[src/hdl/bba_pkg.sv]
// ----------------------------------------------------------------------------
// bba_pkg
// Shared types and constants of the bitmap block allocator: operation,
// status and register codes, controller states, command and status bundles.
// ----------------------------------------------------------------------------
package bba_pkg;

  // Field widths fixed by the block interface
  localparam int unsigned BLK_W = 15;
  localparam int unsigned CNT_W = 16;
  localparam int unsigned CFG_W = 16;

  // Largest block count that granted_block can name
  localparam int unsigned GRANT_SPAN = 32768;

  localparam logic [CNT_W-1:0] COUNTER_RESET    = 16'd31735;
  localparam logic [CNT_W-1:0] COUNTER_MAX      = 16'hFFFF;
  localparam logic [CFG_W-1:0] FIRST_DATA_RESET = 16'd1033;
  localparam logic [CFG_W-1:0] LIMIT_RESET      = 16'd32768;

  typedef enum logic {
    OP_ALLOC = 1'b0,
    OP_FREE  = 1'b1
  } op_e;

  typedef enum logic {
    CFG_FIRST_DATA  = 1'b0,
    CFG_BLOCK_LIMIT = 1'b1
  } cfg_idx_e;

  typedef enum logic [1:0] {
    STAT_DONE         = 2'd0,
    STAT_NO_FREE      = 2'd1,
    STAT_OUT_OF_RANGE = 2'd2
  } status_e;

  typedef enum logic [3:0] {
    ST_CLEAR,
    ST_IDLE,
    ST_CHECK,
    ST_DIV,
    ST_SCAN,
    ST_ENC,
    ST_ALLOC_WR,
    ST_FREE_RD,
    ST_FREE_WR,
    ST_FINISH
  } bba_state_e;

  // Controller to datapath
  typedef struct packed {
    logic    load;        // latch the input beat
    logic    clr_wr;      // write a zero word, advance the clear address
    logic    div_start;   // start splitting a block number into word and bit
    logic    scan_init;   // load word address and base from the divider
    logic    scan;        // issue map reads and check returned words
    logic    enc;         // pick the lowest free bit of the held word
    logic    alloc_wr;    // set the picked bit, decrement the counter
    logic    free_wr;     // clear the freed bit, increment the counter
    logic    set_status;  // record a failure status
    status_e status_code;
    logic    out_load;    // move the result into the output register
  } cmd_t;

  // Datapath to controller
  typedef struct packed {
    logic clr_last;    // clear address at last map word
    logic reject;      // request fails its range check
    logic op_free;     // held request is a free
    logic div_done;    // divider finished
    logic chk_hit;     // checked word has an eligible clear bit
    logic scan_empty;  // nothing left to read or check
  } sts_t;

endpackage

[src/hdl/bba_ctrl.sv]
// ----------------------------------------------------------------------------
// bba_ctrl
// Sequencer of the allocator: clearing pass, range check, divide, map scan
// or read-modify-write, and hand-off of the result to the output register.
// ----------------------------------------------------------------------------
module bba_ctrl
  import bba_pkg::*;
(
  input  logic clk_i,
  input  logic rst_ni,
  input  logic in_valid_i,
  output logic in_ready_o,
  output logic out_valid_o,
  input  logic out_ready_i,
  input  sts_t sts_i,
  output cmd_t cmd_o
);

  bba_state_e state_q, state_d;
  logic       out_valid_q, out_valid_d;

  // Next state
  always_comb begin
    state_d = state_q;
    unique case (state_q)
      ST_CLEAR:    if (sts_i.clr_last) state_d = ST_IDLE;
      ST_IDLE:     if (in_valid_i) state_d = ST_CHECK;
      ST_CHECK:    state_d = sts_i.reject ? ST_FINISH : ST_DIV;
      ST_DIV: begin
        if (sts_i.div_done) begin
          state_d = sts_i.op_free ? ST_FREE_RD : ST_SCAN;
        end
      end
      ST_SCAN: begin
        if (sts_i.chk_hit) begin
          state_d = ST_ENC;
        end else if (sts_i.scan_empty) begin
          state_d = ST_FINISH;
        end
      end
      ST_ENC:      state_d = ST_ALLOC_WR;
      ST_ALLOC_WR: state_d = ST_FINISH;
      ST_FREE_RD:  state_d = ST_FREE_WR;
      ST_FREE_WR:  state_d = ST_FINISH;
      ST_FINISH:   if (!out_valid_q || out_ready_i) state_d = ST_IDLE;
      default:     state_d = ST_IDLE;
    endcase
  end

  // Commands
  always_comb begin
    cmd_o             = '0;
    cmd_o.status_code = STAT_DONE;
    in_ready_o        = 1'b0;
    unique case (state_q)
      ST_CLEAR: cmd_o.clr_wr = 1'b1;
      ST_IDLE: begin
        in_ready_o = 1'b1;
        cmd_o.load = in_valid_i;
      end
      ST_CHECK: begin
        if (sts_i.reject) begin
          cmd_o.set_status  = 1'b1;
          cmd_o.status_code = sts_i.op_free ? STAT_OUT_OF_RANGE : STAT_NO_FREE;
        end else begin
          cmd_o.div_start = 1'b1;
        end
      end
      ST_DIV: cmd_o.scan_init = sts_i.div_done;
      ST_SCAN: begin
        cmd_o.scan = 1'b1;
        if (!sts_i.chk_hit && sts_i.scan_empty) begin
          cmd_o.set_status  = 1'b1;
          cmd_o.status_code = STAT_NO_FREE;
        end
      end
      ST_ENC:      cmd_o.enc = 1'b1;
      ST_ALLOC_WR: cmd_o.alloc_wr = 1'b1;
      ST_FREE_RD:  cmd_o.scan = 1'b0;
      ST_FREE_WR:  cmd_o.free_wr = 1'b1;
      ST_FINISH:   cmd_o.out_load = !out_valid_q || out_ready_i;
      default:     cmd_o = '0;
    endcase
  end

  // Output beat valid: set on load, drop when taken
  always_comb begin
    out_valid_d = out_valid_q;
    if (cmd_o.out_load) begin
      out_valid_d = 1'b1;
    end else if (out_ready_i) begin
      out_valid_d = 1'b0;
    end
  end

  always_ff @(posedge clk_i or negedge rst_ni) begin
    if (!rst_ni) begin
      state_q     <= ST_CLEAR;
      out_valid_q <= 1'b0;
    end else begin
      state_q     <= state_d;
      out_valid_q <= out_valid_d;
    end
  end

  assign out_valid_o = out_valid_q;

  a_out_from_finish: assert property (@(posedge clk_i) disable iff (!rst_ni)
    $rose(out_valid_q) |-> $past(state_q) == ST_FINISH)
    else $error("result raised outside the finish state");

  a_no_accept_in_clear: assert property (@(posedge clk_i) disable iff (!rst_ni)
    state_q == ST_CLEAR |-> !in_ready_o && !cmd_o.load)
    else $error("input beat taken during the clearing pass");

endmodule

[config.mk]
export PLATFORM = sky130hd
export DESIGN_NAME = bba_ctrl
export DESIGN_NICKNAME = d
export VERILOG_FILES = /design/src/hdl/bba_pkg.sv /design/src/hdl/bba_ctrl.sv
export SDC_FILE = /design/constraint.sdc
export NUM_CORES = 1
export LEC_CHECK = 0
export BUFFER_PORTS_ARGS = -buffer_cell sky130_fd_sc_hd__buf_4
export CORE_AREA = 8 8 45 47
export CTS_BUF_LIST = sky130_fd_sc_hd__clkbuf_8
export CTS_CLUSTER_SIZE = 12
export DETAILED_ROUTE_END_ITERATION = 6
export DIE_AREA = 0 0 53 55
export PLACE_DENSITY_LB_ADDON = 0.25
export SYNTH_ARGS = -nofsm -noshare
export SYNTH_HDL_FRONTEND = slang
export SYNTH_SLANG_ARGS = --single-unit
[constraint.sdc]
create_clock -name clk_i -period 1.8 [get_ports clk_i]
set_input_delay 0.36 -clock clk_i [delete_from_list [all_inputs] [get_ports clk_i]]
set_output_delay 0.36 -clock clk_i [all_outputs]
set_load 0.02 [all_outputs]
==> results by group <==
Timing
  • Hold Slack: ~360 ps
  • Number of max-slew violations in the final report: 0
  • Max transition margin: between 70 and 80%
  • Slew at the pin closest to its max-slew limit: 330 ps
  • Part of the cycle the worst path needs: a little over nine tenths
  • Setup repair after global routing missed its margin: yes
  • Final setup violation count: 0
  • Largest clock skew in the final design: roughly 0.19 ps
  • Tmin final: 1710 ps
  • Number of failing hold endpoints at the final stage: 0
  • FMAX: roughly 580 MHz

Finish
  • Share of the core filled with cells: 56.3%
  • Post-layout nets: 102
  • Area used by multi-input combinational logic: between 300 and 400 sq um
  • Fraction of final layout cells sized beyond drive strength 1: 47.3%
  • Antenna Cells: 0
  • Sequential cell area in the final layout: approximately 130 sq um
  • Relative area change from synthesis to final layout: 63.1%
  • Count of fill cells added during filler insertion: around 140
  • Final non-filler cell area: around 780 sq um

Global routing
  • Maximum number of pins on one net before global-route repair: 13
  • Number of antenna violations at the first check in global routing: 0
  • Total grt overflow: 0
  • First-pass GRT wire length: roughly 2400 microns
  • Vias in the first global route: between 500 and 600
  • Overall Global Routing Usage: approximately 11%

Floorplan
  • Overall die area: 2920 sq um
  • Core Footprint: ~1400 sq um
  • Chip height: 55 microns
  • Row count: 14
  • Starting density of the core: between 30% and 40%
  • Die Width: 53 microns
  • I/O pin total: 24

Drt
  • Final wirelength: around 1500 microns
  • Post-route DRC: 0
  • Number of DRC markers in iteration 0: 6
  • Routed vias: 560
  • Number of nets with antenna violations after routing: 0
  • 1st-pass router iterations: 4
  • Vias per Instance: ~5.2
  • DR WL/cell: 13.8 microns

Power and ir drop
  • Combinational cell fraction of total power: 65.7%
  • Leak pwr: 0.388 nW
  • Net switching fraction of the power: 43.7%
  • Worst IR drop on VDD: roughly 0.63 mV
  • Total power draw: about 1.2 mW
  • Internal Pwr Total: between 0.6 and 0.7 mW
  • Power share of the sequential group: a little under a fifth
  • Cell Pwr Density: around 1600 nW/um^2
  • Switching power: 0.540 mW
  • Part of the total power dissipated in the clock network: between 10% and 20%

Worst hold path
  • Hold Path Depth: 2
  • Hold/Removal Path Class: primary input to flip-flop

Synth
  • Share of synthesized area occupied by flip-flops and latches: between 20% and 30%
  • Post-synthesis instance total: 62
  • Number of synthesized register bits: 5
  • Number of warnings issued by yosys: 0
  • Fraction of post-synthesis cell area in the top cell type by area: 26.2%
  • Synthesized netlist net count: between 70 and 80
  • Dominant cells by area after synthesis: sky130_fd_sc_hd__dfrtp_1 26%, sky130_fd_sc_hd__nand2b_1 6.5%, sky130_fd_sc_hd__nand2_1 4.7%, sky130_fd_sc_hd__nor2_1 4.7%, sky130_fd_sc_hd__nor3_1 4.2%
  • Avg Synthesized Cell Area: about 7.7 sq um
  • Mapped Area: 478 sq um
  • Count of cell types in the netlist: 29
  • Post-synth top area cell: sky130_fd_sc_hd__dfrtp_1

Critical path
  • Arrival time at the worst endpoint: roughly 1800 ps
  • Cell with the biggest individual delay on the critical path: sky130_fd_sc_hd__or4b_4
  • Startpoint Class: flip-flop
  • Logic depth of the worst setup path including buffers: 5
  • Worst setup path class: flip-flop to flip-flop
  • Category of the worst setup path capture point: flip-flop
  • Crit path buf inv count: 1
  • Maximum fanout count along the critical path: 4
  • Largest delay share family, worst path: simple AND/OR/NAND/NOR gates
  • Critical path's largest stage delay: between 400 and 500 ps
  • Sequence of cells on the critical path: buf_4 > nor2_1 > or4b_4 > o211ai_2 > mux2_4
  • Count of cells along the worst register-to-register path: 5
  • Required time of the worst setup path: ~1900 ps

Clock tree
  • Source-to-sink clock delay at the later pin of the worst-skew pair: 220 ps
  • Depth of the CTS H-tree: 1
  • Maximum count of clock buffers along a single path: 2
  • TritonCTS clock tree: done
  • Root cell of the clock tree: sky130_fd_sc_hd__clkbuf_8
  • Sinks on Clock Net: 5
  • TritonCTS Buffers: 3
  • Clock transition time at the flip-flop clock pins of the worst setup and hold paths: roughly 30 ps

Placement
  • Count of buffers from port buffering: 23
  • Placed cell area: just under 700 sq um
  • Detailed-placement wirelength estimate: 1120 microns
  • Gpl congestion: 0.848

Status
  • Status: completed

Flow run
  • Max-cap violation count: 0
-- cells in the final DEF (no fill, tap or decap), types with 2 or more instances in the layout --
master                     count
sky130_fd_sc_hd__buf_4        27
sky130_fd_sc_hd__nand2_1       6
sky130_fd_sc_hd__nand2b_1      5
sky130_fd_sc_hd__nor2_1        5
sky130_fd_sc_hd__inv_1         5
sky130_fd_sc_hd__nor3_1        3
sky130_fd_sc_hd__clkbuf_8      3
sky130_fd_sc_hd__dfrtp_2       3
sky130_fd_sc_hd__nand3b_1      2
sky130_fd_sc_hd__nor2b_1       2
sky130_fd_sc_hd__nor4_2        2
sky130_fd_sc_hd__and3_1        2
sky130_fd_sc_hd__o21ai_0       2
sky130_fd_sc_hd__a21oi_1       2
sky130_fd_sc_hd__dfrtp_1       2
sky130_fd_sc_hd__buf_6         2
-- repair_timing --
action	CTS	global route
endpoints found under the setup margin	2	3
pin swaps	0	1
gates cloned	0	0
hold buffers	1	0
gates resized for setup	2	8
endpoints found under the hold margin	5	0
setup buffers	1	1
-- registers in the layout, summed over array words and instances, names as in the netlist --
register,cells
out_valid_o,1
state_q,4
-- power by group through the flow --
stage               combinational, mW  clock, mW  sequential [mW]
floorplan                       0.497          0            0.213
CTS                             0.763      0.207            0.214
detailed placement              0.723          0            0.220
finish                          0.812      0.200            0.223
global route                    0.882      0.211            0.233
global placement                0.727          0            0.219
-- worst register-to-register path, cell delays in order (launching register included) --
cell,delay [ps]
sky130_fd_sc_hd__dfrtp_1,390
sky130_fd_sc_hd__buf_4,160
sky130_fd_sc_hd__nor2_1,130
sky130_fd_sc_hd__or4b_4,490
sky130_fd_sc_hd__o211ai_2,110
sky130_fd_sc_hd__mux2_4,310
-- routing by layer --
metal  global-route usage [%]  vias to the layer above  wire length, microns
met3                     5.88                        0                   179
met4                     10.8                        0                     0
li1                         -                      275                     -
met1                     12.4                      261                   640
met2                     15.2                       24                   653
met5                        0                        -                     0
-- layout make-up --
| type | count | area share [%] |
|---|---|---|
| Sequential cell | 5 | 16.5 |
| Clock buffer | 3 | 5.30 |
| Inverter | 4 | 1.93 |
| Tap cell | 16 | 2.57 |
| Timing Repair Buffer | 30 | 30.2 |
| Clock inverter | 1 | 0.482 |
| Multi-Input combinational cell | 48 | 43.0 |
-- per-stage QoR --
| stage | std cells | TNS, ps | setup slack, ps |
|---|---|---|---|
| finish | 107 | 0 | 86.6 |
| global route | 107 | -31.7 | -31.7 |
| CTS | 106 | 0 | 2.42 |
| detailed placement | 100 | 0 | 151 |
| global placement | 100 | 0 | 156 |
| floorplan | 62 | -3.74 | -3.74 |
-- cells in the mapped netlist --
cell / n
sky130_fd_sc_hd__nand2_1: 6
sky130_fd_sc_hd__nor2_1: 6
sky130_fd_sc_hd__dfrtp_1: 5
sky130_fd_sc_hd__nand2b_1: 5
sky130_fd_sc_hd__inv_1: 4
sky130_fd_sc_hd__nor3_1: 4
sky130_fd_sc_hd__o21ai_0: 3
sky130_fd_sc_hd__a21oi_1: 2
sky130_fd_sc_hd__and3_1: 2
sky130_fd_sc_hd__buf_4: 2
sky130_fd_sc_hd__clkbuf_1: 2
sky130_fd_sc_hd__nand3b_1: 2
sky130_fd_sc_hd__nor2b_1: 2
sky130_fd_sc_hd__nor4_1: 2
sky130_fd_sc_hd__a31oi_1: 1
sky130_fd_sc_hd__a32oi_1: 1
sky130_fd_sc_hd__and2_1: 1
sky130_fd_sc_hd__buf_6: 1
sky130_fd_sc_hd__mux2_4: 1
sky130_fd_sc_hd__mux2i_1: 1
sky130_fd_sc_hd__nand2b_4: 1
sky130_fd_sc_hd__nand3_1: 1
sky130_fd_sc_hd__nand4b_1: 1
sky130_fd_sc_hd__o211ai_2: 1
sky130_fd_sc_hd__o22ai_1: 1
sky130_fd_sc_hd__o2bb2ai_1: 1
sky130_fd_sc_hd__o32ai_1: 1
sky130_fd_sc_hd__or3_1: 1
sky130_fd_sc_hd__or4b_4: 1
-- cell families after synthesis --
group	synth area share, %
compound gates	16.0
buf+inv	10.2
flops	26.2
mux	5.23
simple gates	42.4
-- path summary, 6_finish.rpt --
| check | start | endpoint | slack, ps |
|---|---|---|---|
| setup / recovery | state_q[1] | state_q[0] | 90 |
| hold / removal | sts_i[2] | state_q[1] | 360 |
| setup reg to reg | state_q[1] | state_q[0] | 90 |
| hold reg to reg | out_valid_o | out_valid_o | 560 |
| max in group asynchronous | rst_ni | state_q[2] | 1200 |
| min in group asynchronous | rst_ni | out_valid_o | 480 |
Power figures use the tool's default switching activity.
